==> src/sv/lpbd_pkg.sv <==
// Shared types, codes and constants of the length-prefixed blob deframer.
package lpbd_pkg;

    typedef struct packed {
        logic [7:0] data_byte;
        logic       final_byte;
    } in_item_t;

    typedef struct packed {
        logic [7:0]  payload_byte;
        logic        payload_valid;
        logic [31:0] proof_number;
        logic        proof_end;
        logic        blob_done;
        logic [2:0]  status;
    } result_t;

    // Parser phases
    localparam logic [2:0] PH_COUNT_PREFIX = 3'd0;
    localparam logic [2:0] PH_COUNT_EXT    = 3'd1;
    localparam logic [2:0] PH_LEN_PREFIX   = 3'd2;
    localparam logic [2:0] PH_LEN_EXT      = 3'd3;
    localparam logic [2:0] PH_PAYLOAD      = 3'd4;
    localparam logic [2:0] PH_DONE         = 3'd5;
    localparam logic [2:0] PH_SWALLOW      = 3'd6;

    // Blob status codes
    localparam logic [2:0] ST_OK       = 3'd0;
    localparam logic [2:0] ST_TRUNC    = 3'd1;
    localparam logic [2:0] ST_NONCANON = 3'd2;
    localparam logic [2:0] ST_TRAILING = 3'd3;
    localparam logic [2:0] ST_TOOLARGE = 3'd4;

    // CompactSize forms
    localparam logic [1:0] FORM_8  = 2'd0;
    localparam logic [1:0] FORM_16 = 2'd1;
    localparam logic [1:0] FORM_32 = 2'd2;
    localparam logic [1:0] FORM_64 = 2'd3;

    localparam logic [7:0] SIZE_PREFIX_MIN = 8'd253;
    localparam logic [7:0] PREFIX_16       = 8'hFD;
    localparam logic [7:0] PREFIX_32       = 8'hFE;

    localparam logic [63:0] COUNT_MAX = 64'h0000_0000_FFFF_FFFF;

    // Smallest value each form may carry under the shortest-form rule
    localparam logic [63:0] FORM_MIN [4] = '{
        64'd0,
        64'd253,
        64'h0000_0000_0001_0000,
        64'h0000_0001_0000_0000
    };

    function automatic logic [3:0] form_len(input logic [1:0] form);
        logic [3:0] len;
        case (form)
            FORM_8:  len = 4'd0;
            FORM_16: len = 4'd2;
            FORM_32: len = 4'd4;
            default: len = 4'd8;
        endcase
        return len;
    endfunction

endpackage

==> src/sv/lpbd_stream_if.sv <==
// Valid/ready stream interface carrying one payload beat.
interface lpbd_stream_if #(
    parameter type payload_t = logic [7:0]
) ();
    logic     valid;
    logic     ready;
    payload_t data;

    modport source (output valid, output data, input ready);
    modport sink   (input valid, input data, output ready);
endinterface

==> src/sv/lpbd_in_reg.sv <==
// Input register stage: holds one accepted byte until the parser takes it.
module lpbd_in_reg (
    input  logic                clk,
    input  logic                rst_n,
    lpbd_stream_if.sink         blob,
    input  logic                taken,
    output logic                item_valid,
    output lpbd_pkg::in_item_t  item
);
    logic               valid_reg;
    logic               valid_next;
    lpbd_pkg::in_item_t item_reg;
    logic               load;

    assign blob.ready = !valid_reg || taken;
    assign load       = blob.valid && blob.ready;

    always_comb
    begin
        valid_next = valid_reg;
        if (load)
        begin
            valid_next = 1'b1;
        end
        else if (taken)
        begin
            valid_next = 1'b0;
        end
    end

    always_ff @(posedge clk or negedge rst_n)
    begin
        if (!rst_n)
        begin
            valid_reg <= 1'b0;
        end
        else
        begin
            valid_reg <= valid_next;
        end
    end

    always_ff @(posedge clk)
    begin
        if (load)
        begin
            item_reg <= blob.data;
        end
    end

    assign item_valid = valid_reg;
    assign item       = item_reg;
endmodule

==> src/sv/lpbd_parser.sv <==
// CompactSize framing state machine: one byte per cycle unless a result finds no room, at most one result.
module lpbd_parser (
    input  logic                clk,
    input  logic                rst_n,
    input  logic                item_valid,
    input  lpbd_pkg::in_item_t  item,
    input  logic                out_room,
    output logic                taken,
    output logic                res_valid,
    output lpbd_pkg::result_t   res
);
    logic [2:0]  phase_reg,   phase_next;
    logic [3:0]  left_reg,    left_next;
    logic [63:0] acc_reg,     acc_next;
    logic [1:0]  form_reg,    form_next;
    logic [31:0] proofs_reg,  proofs_next;
    logic [31:0] cur_reg,     cur_next;
    logic [63:0] pay_reg,     pay_next;
    logic [2:0]  err_reg,     err_next;

    logic [7:0]  b;
    logic [2:0]  lane_idx;
    logic [63:0] acc_lane;
    logic [63:0] pay_dec;
    logic [63:0] size_val;
    logic        size_done;
    logic        is_count;
    logic        advance;
    logic        emit;

    assign b        = item.data_byte;
    assign lane_idx = 3'(lpbd_pkg::form_len(form_reg) - left_reg);
    assign pay_dec  = pay_reg - 64'd1;
    assign is_count = phase_reg inside {lpbd_pkg::PH_COUNT_PREFIX, lpbd_pkg::PH_COUNT_EXT};

    // Drop the byte into its little-endian lane
    always_comb
    begin
        for (int i = 0; i < 8; i++)
        begin
            acc_lane[8*i +: 8] = (lane_idx == 3'(i)) ? b : acc_reg[8*i +: 8];
        end
    end

    always_comb
    begin
        phase_next  = phase_reg;
        left_next   = left_reg;
        acc_next    = acc_reg;
        form_next   = form_reg;
        proofs_next = proofs_reg;
        cur_next    = cur_reg;
        pay_next    = pay_reg;
        err_next    = err_reg;
        size_done   = 1'b0;
        size_val    = acc_lane;
        advance     = 1'b0;
        emit        = 1'b0;
        res         = '0;

        case (phase_reg)
            lpbd_pkg::PH_COUNT_PREFIX, lpbd_pkg::PH_LEN_PREFIX:
            begin
                if (b < lpbd_pkg::SIZE_PREFIX_MIN)
                begin
                    size_done = 1'b1;
                    size_val  = {56'd0, b};
                    acc_next  = {56'd0, b};
                    form_next = lpbd_pkg::FORM_8;
                    left_next = 4'd0;
                end
                else
                begin
                    form_next = (b == lpbd_pkg::PREFIX_16) ? lpbd_pkg::FORM_16 :
                                (b == lpbd_pkg::PREFIX_32) ? lpbd_pkg::FORM_32 :
                                                             lpbd_pkg::FORM_64;
                    left_next  = lpbd_pkg::form_len(form_next);
                    acc_next   = '0;
                    phase_next = (phase_reg == lpbd_pkg::PH_COUNT_PREFIX) ?
                                 lpbd_pkg::PH_COUNT_EXT : lpbd_pkg::PH_LEN_EXT;
                end
            end
            lpbd_pkg::PH_COUNT_EXT, lpbd_pkg::PH_LEN_EXT:
            begin
                acc_next  = acc_lane;
                left_next = left_reg - 4'd1;
                if (left_next == 4'd0)
                begin
                    if (acc_lane < lpbd_pkg::FORM_MIN[form_reg])
                    begin
                        err_next   = lpbd_pkg::ST_NONCANON;
                        phase_next = lpbd_pkg::PH_SWALLOW;
                    end
                    else
                    begin
                        size_done = 1'b1;
                    end
                end
            end
            lpbd_pkg::PH_PAYLOAD:
            begin
                emit              = 1'b1;
                res.payload_valid = 1'b1;
                res.payload_byte  = b;
                res.proof_number  = cur_reg;
                pay_next          = pay_dec;
                if (pay_dec == 64'd0)
                begin
                    res.proof_end = 1'b1;
                    advance       = 1'b1;
                end
            end
            lpbd_pkg::PH_DONE:
            begin
                err_next   = lpbd_pkg::ST_TRAILING;
                phase_next = lpbd_pkg::PH_SWALLOW;
            end
            default:
            begin
                // swallow until the final byte
            end
        endcase

        if (size_done)
        begin
            if (is_count)
            begin
                if (size_val > lpbd_pkg::COUNT_MAX)
                begin
                    err_next   = lpbd_pkg::ST_TOOLARGE;
                    phase_next = lpbd_pkg::PH_SWALLOW;
                end
                else
                begin
                    proofs_next = size_val[31:0];
                    cur_next    = '0;
                    phase_next  = (size_val[31:0] != 32'd0) ?
                                  lpbd_pkg::PH_LEN_PREFIX : lpbd_pkg::PH_DONE;
                end
            end
            else if (size_val == 64'd0)
            begin
                emit             = 1'b1;
                res.proof_end    = 1'b1;
                res.proof_number = cur_reg;
                advance          = 1'b1;
            end
            else
            begin
                pay_next   = size_val;
                phase_next = lpbd_pkg::PH_PAYLOAD;
            end
        end

        if (advance)
        begin
            cur_next    = cur_reg + 32'd1;
            proofs_next = proofs_reg - 32'd1;
            phase_next  = (proofs_reg != 32'd1) ? lpbd_pkg::PH_LEN_PREFIX : lpbd_pkg::PH_DONE;
        end

        if (item.final_byte)
        begin
            emit          = 1'b1;
            res.blob_done = 1'b1;
            res.status    = (err_next != lpbd_pkg::ST_OK) ? err_next :
                            (phase_next == lpbd_pkg::PH_DONE) ? lpbd_pkg::ST_OK :
                                                                lpbd_pkg::ST_TRUNC;
        end
    end

    // A byte with no result needs no room downstream
    assign taken     = item_valid && (out_room || !emit);
    assign res_valid = taken && emit;

    always_ff @(posedge clk or negedge rst_n)
    begin
        if (!rst_n)
        begin
            phase_reg  <= lpbd_pkg::PH_COUNT_PREFIX;
            left_reg   <= '0;
            acc_reg    <= '0;
            form_reg   <= lpbd_pkg::FORM_8;
            proofs_reg <= '0;
            cur_reg    <= '0;
            pay_reg    <= '0;
            err_reg    <= lpbd_pkg::ST_OK;
        end
        else if (taken)
        begin
            if (item.final_byte)
            begin
                // return to the start of a new blob
                phase_reg  <= lpbd_pkg::PH_COUNT_PREFIX;
                left_reg   <= '0;
                acc_reg    <= '0;
                form_reg   <= lpbd_pkg::FORM_8;
                proofs_reg <= '0;
                cur_reg    <= '0;
                pay_reg    <= '0;
                err_reg    <= lpbd_pkg::ST_OK;
            end
            else
            begin
                phase_reg  <= phase_next;
                left_reg   <= left_next;
                acc_reg    <= acc_next;
                form_reg   <= form_next;
                proofs_reg <= proofs_next;
                cur_reg    <= cur_next;
                pay_reg    <= pay_next;
                err_reg    <= err_next;
            end
        end
    end
endmodule

==> src/sv/lpbd_out_reg.sv <==
// Result register stage: holds one result beat until the receiver takes it.
module lpbd_out_reg (
    input  logic               clk,
    input  logic               rst_n,
    input  logic               res_valid,
    input  lpbd_pkg::result_t  res,
    output logic               out_room,
    lpbd_stream_if.source      result
);
    logic              valid_reg;
    lpbd_pkg::result_t data_reg;

    assign out_room = !valid_reg || result.ready;

    always_ff @(posedge clk or negedge rst_n)
    begin
        if (!rst_n)
        begin
            valid_reg <= 1'b0;
        end
        else if (out_room)
        begin
            valid_reg <= res_valid;
        end
    end

    always_ff @(posedge clk)
    begin
        if (out_room && res_valid)
        begin
            data_reg <= res;
        end
    end

    assign result.valid = valid_reg;
    assign result.data  = data_reg;
endmodule

==> src/sv/length_prefixed_blob_deframer.sv <==
// Length-prefixed blob deframer: CompactSize proof count, then length-prefixed proofs.
//
// Usage:
//   blob   : sink stream of bytes (data_byte, final_byte flags the last byte).
//   result : source stream of results (payload byte with proof number, proof
//            end marker, and blob_done with status on the final byte).
//   A byte that yields no result (size prefix bytes, swallowed bytes) is
//   consumed silently.
// Path: an accepted byte is held in the input register and parsed out of it;
//   its result is captured in the result register once that has room.
// Throughput: one byte per cycle while the result register has room for each
//   result; a byte that yields no result is never held.
// Stall: when the receiver holds result.ready low, the result register keeps
//   its beat; bytes that produce no result still drain, and the input register
//   then holds one further byte that needs a result before blob.ready drops.
// Reset: rst_n clears both stage valid bits and returns the parser to the
//   start of a blob. The parser also returns there after every final byte.
module length_prefixed_blob_deframer (
    input  logic          clk,
    input  logic          rst_n,
    lpbd_stream_if.sink   blob,
    lpbd_stream_if.source result
);
    logic               item_valid;
    lpbd_pkg::in_item_t item;
    logic               taken;
    logic               res_valid;
    lpbd_pkg::result_t  res;
    logic               out_room;

    lpbd_in_reg u_in_reg (
        .clk        (clk),
        .rst_n      (rst_n),
        .blob       (blob),
        .taken      (taken),
        .item_valid (item_valid),
        .item       (item)
    );

    lpbd_parser u_parser (
        .clk        (clk),
        .rst_n      (rst_n),
        .item_valid (item_valid),
        .item       (item),
        .out_room   (out_room),
        .taken      (taken),
        .res_valid  (res_valid),
        .res        (res)
    );

    lpbd_out_reg u_out_reg (
        .clk       (clk),
        .rst_n     (rst_n),
        .res_valid (res_valid),
        .res       (res),
        .out_room  (out_room),
        .result    (result)
    );

    // Status only travels with the blob's final beat
    a_status_only_on_done: assert property (@(posedge clk) disable iff (!rst_n)
        (result.valid && !result.data.blob_done) |-> (result.data.status == lpbd_pkg::ST_OK))
        else $error("status set on a beat without blob_done");

    // Every result beat carries something
    a_no_empty_result: assert property (@(posedge clk) disable iff (!rst_n)
        result.valid |->
            (result.data.payload_valid || result.data.proof_end || result.data.blob_done))
        else $error("empty result beat");

    // A byte the parser could not take stays put in the input register
    a_held_byte: assert property (@(posedge clk) disable iff (!rst_n)
        (item_valid && !taken) |=> (item_valid && $stable(item)))
        else $error("unparsed byte lost from input register");

    // A result is only produced when the result register has room for it
    a_res_needs_room: assert property (@(posedge clk) disable iff (!rst_n)
        res_valid |-> out_room)
        else $error("result produced with no room in result register");
endmodule

==> src/flat_wrapper.sv <==
// flat-port wrapper written by rule: the top's interface ports become plain ports
module length_prefixed_blob_deframer_flat import lpbd_pkg::*;
  (clk, rst_n, blob_valid, blob_data, blob_ready, result_valid, result_data, result_ready);
  lpbd_stream_if #(.payload_t(in_item_t)) blob_i ();
  lpbd_stream_if #(.payload_t(result_t)) result_i ();
  input  logic clk;
  input  logic rst_n;
  input wire logic [$bits(blob_i.valid)-1:0] blob_valid;
  input wire logic [$bits(blob_i.data)-1:0] blob_data;
  output wire logic [$bits(blob_i.ready)-1:0] blob_ready;
  output wire logic [$bits(result_i.valid)-1:0] result_valid;
  output wire logic [$bits(result_i.data)-1:0] result_data;
  input wire logic [$bits(result_i.ready)-1:0] result_ready;
  assign blob_i.valid = blob_valid;
  assign blob_i.data = blob_data;
  assign blob_ready = blob_i.ready;
  assign result_valid = result_i.valid;
  assign result_data = result_i.data;
  assign result_i.ready = result_ready;
  length_prefixed_blob_deframer u_core (.clk(clk), .rst_n(rst_n), .blob(blob_i), .result(result_i));
endmodule
==> config.mk <==
export PLATFORM = sky130hd
export DESIGN_NAME = length_prefixed_blob_deframer_flat
export DESIGN_NICKNAME = d
export VERILOG_FILES = /design/src/sv/lpbd_pkg.sv /design/src/sv/lpbd_stream_if.sv /design/src/sv/lpbd_in_reg.sv /design/src/sv/lpbd_parser.sv /design/src/sv/lpbd_out_reg.sv /design/src/sv/length_prefixed_blob_deframer.sv /design/src/flat_wrapper.sv
export SDC_FILE = /design/constraint.sdc
export NUM_CORES = 1
export LEC_CHECK = 0
export BUFFER_PORTS_ARGS = -buffer_cell sky130_fd_sc_hd__buf_2
export CAP_MARGIN = 20
export CORE_MARGIN = 2
export CORE_UTILIZATION = 45
export DETAILED_ROUTE_END_ITERATION = 7
export HOLD_SLACK_MARGIN = 0.03
export SYNTH_ARGS = -nofsm -noshare
export SYNTH_HDL_FRONTEND = slang
export SYNTH_HIERARCHICAL = 1
export SYNTH_SLANG_ARGS = --single-unit
==> constraint.sdc <==
create_clock -name clk -period 8.5 [get_ports clk]
set_input_delay 2.55 -clock clk [delete_from_list [all_inputs] [get_ports clk]]
set_output_delay 2.55 -clock clk [all_outputs]
set_load 0.1 [all_outputs]
Word-level counts from Yosys, hierarchy flattened

Index checks and enable logic that the tools add are counted.
W data, S select, Z words.

Bits of input ports: 13
Word-level logic and storage cells: 163
Flip-flop bits (word level): 261

Add/subtract/negate cells: 5
Equal/unequal tests: 21
Magnitude comparators: 4
Reductions and logical operators: 30
Bitwise operators: 1
Mux-type cells: 84

Operator list:

| operator                | number |
|---|---|
| $mux W64                | 10 |
| $mux W32                | 10 |
| $bmux W64 S2            | 1 |
| $logic_not A64 Y1       | 2 |
| $pmux W64 S2            | 1 |
| $mux W33                | 3 |
| $mux W8                 | 9 |
| $gt A64 B32 Y1 const B  | 1 |
| $lt A64 B64 Y1          | 1 |
| $sub A64 B1 Y64 const B | 1 |
| $mux W3                 | 18 |
| $mux W34                | 1 |
| $add A32 B1 Y32 const B | 1 |
| $ne A32 B1 Y1 const B   | 1 |
| $reduce_bool A32 Y1     | 1 |
| $sub A32 B1 Y32 const B | 1 |
| $eq A3 B3 Y1 const B    | 7 |
| $pmux W3 S3             | 2 |
| $mux W1                 | 17 |
| $eq A8 B8 Y1 const B    | 2 |
| $eq A3 B2 Y1 const B    | 4 |
| $mux W4                 | 3 |
| $pmux W4 S3             | 1 |
| $reduce_bool A3 Y1      | 4 |
| other kinds (23)        | 43 |

Depth between registers and ports, before layout

Word-level depth: 18
Gate-level depth with buffers: 21
Mapped depth without buffers: 18

Hierarchy

The synthesis kept the hierarchy.

Modules (own cells, without submodules):

| module       | area each (µm²) | times used | cells an instance |
|---|---|---|---|
| lpbd_parser  | 14159.8         | 1          | 1743 |
| lpbd_out_reg | 1435.1          | 1          | 50 |
| lpbd_in_reg  | 324.1           | 1          | 13 |

Worst setup path after synthesis

Ideal clock, no wire load.

Kind: reg2out
Start point: reg u_core.u_parser.form_reg[1]
End point: out blob_ready
Setup slack: 1800 ps
Data required time: 5950 ps
Arrival: 4150 ps
Stages on the path, launching flop included: 18
Path buffers: 3
Cell sequence: dfrtp_1 -> clkbuf_1 -> nor4_1 -> a211o_1 -> buf_2 -> nand2_1 -> nand2_1 -> nand2_1 -> ha_1 -> o211ai_1 -> a2111oi_0 -> o41ai_1 -> nand4_1 -> a2111oi_0 -> nor2_2 -> clkinv_1 -> clkbuf_1 -> nand2b_4

Longest elaborated chain between the ends: 16
Elaborated cells on any way between the ends: 40

RTL lines:

| element                                                                 | line                                | RTL |
|---|---|---|
| start: declaration                                                      | lpbd_parser.sv:15                   | `logic [1:0] form_reg, form_next;` |
| start signal: assignment                                                | lpbd_parser.sv:183                  | `form_reg <= lpbd_pkg::FORM_8;` |
| start signal: assignment                                                | lpbd_parser.sv:197                  | `form_reg <= lpbd_pkg::FORM_8;` |
| start signal: assignment                                                | lpbd_parser.sv:208                  | `form_reg <= form_next;` |
| parallel branches: the longest is 10 deep, another holds $lt A64 B64 Y1 | --                                  |  |
| $mux W1 *                                                               | lpbd_parser.sv:124                  | `if (size_done)` |
| $mux W1 *                                                               | lpbd_parser.sv:162                  | `if (item.final_byte)` |
| $logic_not A1 Y1 *                                                      | lpbd_parser.sv:173                  | `assign taken = item_valid && (out_room \|\| !emit);` |
| $logic_or A1 B1 Y1 *                                                    | lpbd_parser.sv:173                  |  |
| $logic_and A1 B1 Y1 *                                                   | lpbd_parser.sv:173                  |  |
| net u_core.taken                                                        | length_prefixed_blob_deframer.sv:26 | `logic taken;` |
| $logic_or A1 B1 Y1 *                                                    | lpbd_in_reg.sv:15                   | `assign blob.ready = !valid_reg \|\| taken;` |
| end: declaration                                                        | flat_wrapper.sv:10                  | `output wire logic [$bits(blob_i.ready)-1:0] blob_ready;` |

Mark *: on every way through the listed nets, which the timed path passes. The select of a mux whose other input is x is not followed.

Final worst setup path

Start point: reg u_core.u_parser.left_reg[2]
End point: out blob_ready

Longest elaborated chain between the ends: 14
Elaborated cells on any way between the ends: 34

RTL lines:

| element                                                                | line                                | RTL |
|---|---|---|
| start: declaration                                                     | lpbd_parser.sv:13                   | `logic [3:0] left_reg, left_next;` |
| start signal: assignment                                               | lpbd_parser.sv:206                  | `left_reg <= left_next;` |
| parallel branches: the longest is 8 deep, another holds $lt A64 B64 Y1 | --                                  |  |
| $mux W1 *                                                              | lpbd_parser.sv:124                  |  |
| $mux W1 *                                                              | lpbd_parser.sv:162                  |  |
| $logic_not A1 Y1 *                                                     | lpbd_parser.sv:173                  |  |
| $logic_or A1 B1 Y1 *                                                   | lpbd_parser.sv:173                  |  |
| $logic_and A1 B1 Y1 *                                                  | lpbd_parser.sv:173                  |  |
| net u_core.taken                                                       | length_prefixed_blob_deframer.sv:26 |  |
| $logic_or A1 B1 Y1 *                                                   | lpbd_in_reg.sv:15                   |  |

Mark *: on every way through the listed nets, which the timed path passes.

==> summary.md <==
| Metric | Value |
|---|---|
| Fmax | `123.4 MHz` |
| Cell Area, Synth | `0.01592 mm2` |
| Fraction of layout instances using a drive strength above 1 | `10.18%` |
| Cell with the most instances after synthesis | `sky130_fd_sc_hd__nand2_1` |
| Maximum level of the CTS H-tree | `1` |
| Share of power burned in combinational logic | `57.7%` |
| Number of violations reported at the end of detailed-routing iteration 0 | `1428` |
| Power share of the clock group | `17.9%` |
| Total half-perimeter wirelength after legalization and detailed placement | `35860 um` |
| Max-cap violations | `0` |
| Total number of yosys warnings | `6` |
| Number of distinct library cells after synthesis | `85` |
| P per Cell Area | `435.3 mW/mm2` |
| Total of buffers placed on input and output ports | `60` |
| Largest net degree at the start of global routing | `114` |
| Initial Util | `45.86%` |
| Count of boundary I/O pins | `61` |
| Length of the first detailed-routing pass in iterations | `6` |
| Clock slew at the register clock pins of the worst setup and hold paths | `0.06 ns` |
| List of most frequent post-synthesis cells | `sky130_fd_sc_hd__nand2_1, sky130_fd_sc_hd__dfrtp_1, sky130_fd_sc_hd__o21ai_0, sky130_fd_sc_hd__nor2_1, sky130_fd_sc_hd__a22o_1` |
| Top_reg_cell synth | `sky130_fd_sc_hd__dfrtp_1` |
| Overall overflow remaining after global route | `0` |
| Leakage power total | `7.559 nW` |
| Number of clock sinks seen by CTS | `261` |
| P_sw | `0.004044 W` |
| Hold_buf cts | `0` |
| Total DRC errors in the routed layout | `0` |
| Core Box Area | `0.03471 mm2` |
| Remaining antenna violation count after routing | `0` |
| Global routing usage summed across all routing layers | `28.73%` |
| Cell type contributing the most total cell area after synthesis | `sky130_fd_sc_hd__dfrtp_1` |
| Final worst path period share | `95.31%` |
| Transition time of the tightest slew-check pin | `1.160 ns` |
| Chip Width | `192.1 um` |
| TritonCTS clock tree | `done` |
| M3 GR Usage | `5.536%` |
| Share of synthesized area occupied by flip-flops and latches | `42.76%` |
| Average footprint of a synthesized cell | `8.815 um2` |
| Share of the core filled with cells in the final layout | `50.62%` |
| Arrival time of the worst setup path | `5.55 ns` |
| Via count of the routed design | `14990` |
| Sequential share of power | `24.4%` |
| Internal power | `0.003605 W` |
| Final Net Count | `1829` |
| Max Clock Skew | `0.01904 ns` |
| Antenna diode instance count | `0` |
| Cell count after synthesis | `1806` |
| Final Setup Violations | `0` |
| Placement Setup Slack | `1.088 ns` |
| Final TNS setup | `0 ns` |
| Post-synthesis async set-or-reset flop share | `78.93%` |
| P&R area growth vs syn | `10.37%` |
| Worst Path Class, Setup | `register to primary output` |
| Average wire per standard cell | `23.08 um` |
| Clock Latency Late Sink | `0.58 ns` |
| Final Hold Fails | `0` |
| Sw Share | `52.87%` |
| CP Launch Type | `register` |
| Worst rel slew slack | `22.49%` |
| Detailed-route vias per instance | `6.569` |
| Total detailed-routing wirelength | `52670 um` |
| Layer with the highest usage after global routing | `met2` |
| Met1 routing resource usage after global routing | `40.24%` |
| Share of the synthesized area in the top cell type | `32.38%` |
| Met2 Usage GRT | `43.65%` |
| Max Transition Viols Final | `0` |
| Worst IR Drop VDD | `279.9 uV` |
| TritonCTS Buffers | `30` |
| Final GP Congestion | `0.9471` |
| Via count of the first global-routing pass | `14130` |
| Standard-cell rows | `68` |
| Gates resized, CTS repair | `0` |
| First-pass GRT wire length | `82740 um` |
| Unrepaired setup endpoints after global routing | `no` |
| Nets in the synthesized netlist | `1831` |
| Required @ worst endpoint | `5.95 ns` |
| Final worst-path setup slack | `0.3990 ns` |
| Final min period | `8.101 ns` |
| Number of enable flip-flop cells after synthesis | `55` |
| Post-CTS setup buffer count | `0` |
| Min-Delay Path Class | `register to register` |
| Outcome | `finished, final reports clean` |
| Die footprint | `0.03690 mm2` |
| Critical Path Sink Type | `primary output` |
| Clk root buf | `sky130_fd_sc_hd__clkbuf_16` |
| Synth top area cells | `sky130_fd_sc_hd__dfrtp_1, sky130_fd_sc_hd__edfxtp_1, sky130_fd_sc_hd__a22o_1` |
| Maximum fanout count along the critical path | `14` |
| Number of antenna violations at the first check in global routing | `0` |
| Die H | `192.1 um` |
| Seq cells post-synth | `261` |
| Clk buf depth | `3` |
[area by class of cell]
| class | instances | area, um2 |
|---|---|---|
| clock buffer | 40 | 859.6 |
| clock inverter | 15 | 176.4 |
| fill | 3272 | 17140 |
| inverter | 32 | 120.1 |
| multi-input combinational | 1390 | 8512 |
| sequential | 261 | 6807 |
| tap | 455 | 569.3 |
| timing repair buffer | 89 | 526.8 |
[power by group through the flow]
stage / clock, W / sequential [W] / combinational (W)
global placement: 0 / 0.00187 / 0.00428
finish: 0.00137 / 0.00187 / 0.00441
CTS: 0.00139 / 0.00186 / 0.00432
floorplan: 0 / 0.00229 / 0.00273
global route: 0.00144 / 0.00190 / 0.00475
detailed placement: 0 / 0.00188 / 0.00430
[critical path, cell delays in order, from the launching register on]
cell	delay [ns]
sky130_fd_sc_hd__dfrtp_1	0.60
sky130_fd_sc_hd__xor2_1	0.43
sky130_fd_sc_hd__a211oi_1	0.26
sky130_fd_sc_hd__nor2_1	0.69
sky130_fd_sc_hd__nand2_1	0.11
sky130_fd_sc_hd__nand2_1	0.12
sky130_fd_sc_hd__ha_1	0.23
sky130_fd_sc_hd__o211ai_1	0.22
sky130_fd_sc_hd__a2111oi_0	0.11
sky130_fd_sc_hd__o41ai_1	0.47
sky130_fd_sc_hd__nand4_1	0.28
sky130_fd_sc_hd__a2111oi_0	0.76
sky130_fd_sc_hd__nor2_4	0.08
sky130_fd_sc_hd__clkinv_1	0.08
sky130_fd_sc_hd__nand2b_4	0.12
sky130_fd_sc_hd__buf_2	0.42
[layout by cell type, fill, tap and decap left out, drive strengths merged, types with 52 or more instances in the layout]
master and n:
nand2 213, dfrtp 206, o21ai 148, nor2 126, a22o 107, nor3 94, buf 88, a21oi 86
o22ai 59, edfxtp 55, nand3 55, nor4 52
[cells by family after synthesis]
kind of cell	after synthesis	share of synthesized area (%)
AND/OR/NAND/NOR	762	24.83
multiplexers	51	3.230
flip-flops	261	42.76
buffers and inverters	155	4.032
adder cells (fa/ha/maj)	12	0.9431
XOR/XNOR	18	0.9904
AO/OA/AOI/OAI	547	23.22
[through the flow]
stage	area (um2)	hold slack (ns)	cells	total power, W
after CTS	17570	0.4876	2282	0.007568
after floorplan	15920	0.4478	1806	0.005027
after global placement	16530	0.4635	2227	0.006147
after global routing	17570	0.5114	2282	0.008097
final	17570	0.4831	2282	0.007648
after detailed placement	16530	0.4761	2227	0.006180
[layer usage]
metal | up-vias | share of wire, %
li1 | 6852 | -
met1 | 7381 | 44
met2 | 624 | 44
met3 | 133 | 8.2
met4 | 0 | 4.2
met5 | - | 0
[final timing paths]
check	cells after the start	to	startpoint	slack (ns)
min	2	u_core/u_parser/acc_reg[16]	u_core/u_parser/acc_reg[16]	0.48
max	15	blob_ready	u_core/u_parser/left_reg[2]	0.40
min in group asynchronous	1	u_core/u_parser/pay_reg[47]	rst_n	2.08
max in group asynchronous	2	u_core/u_parser/pay_reg[21]	rst_n	5.19
min reg2reg	2	u_core/u_parser/acc_reg[16]	u_core/u_parser/acc_reg[16]	0.48
max reg2reg	17	u_core/u_parser/proofs_reg[10]	u_core/u_parser/left_reg[2]	2.03
(Power assumes the default switching activity.)
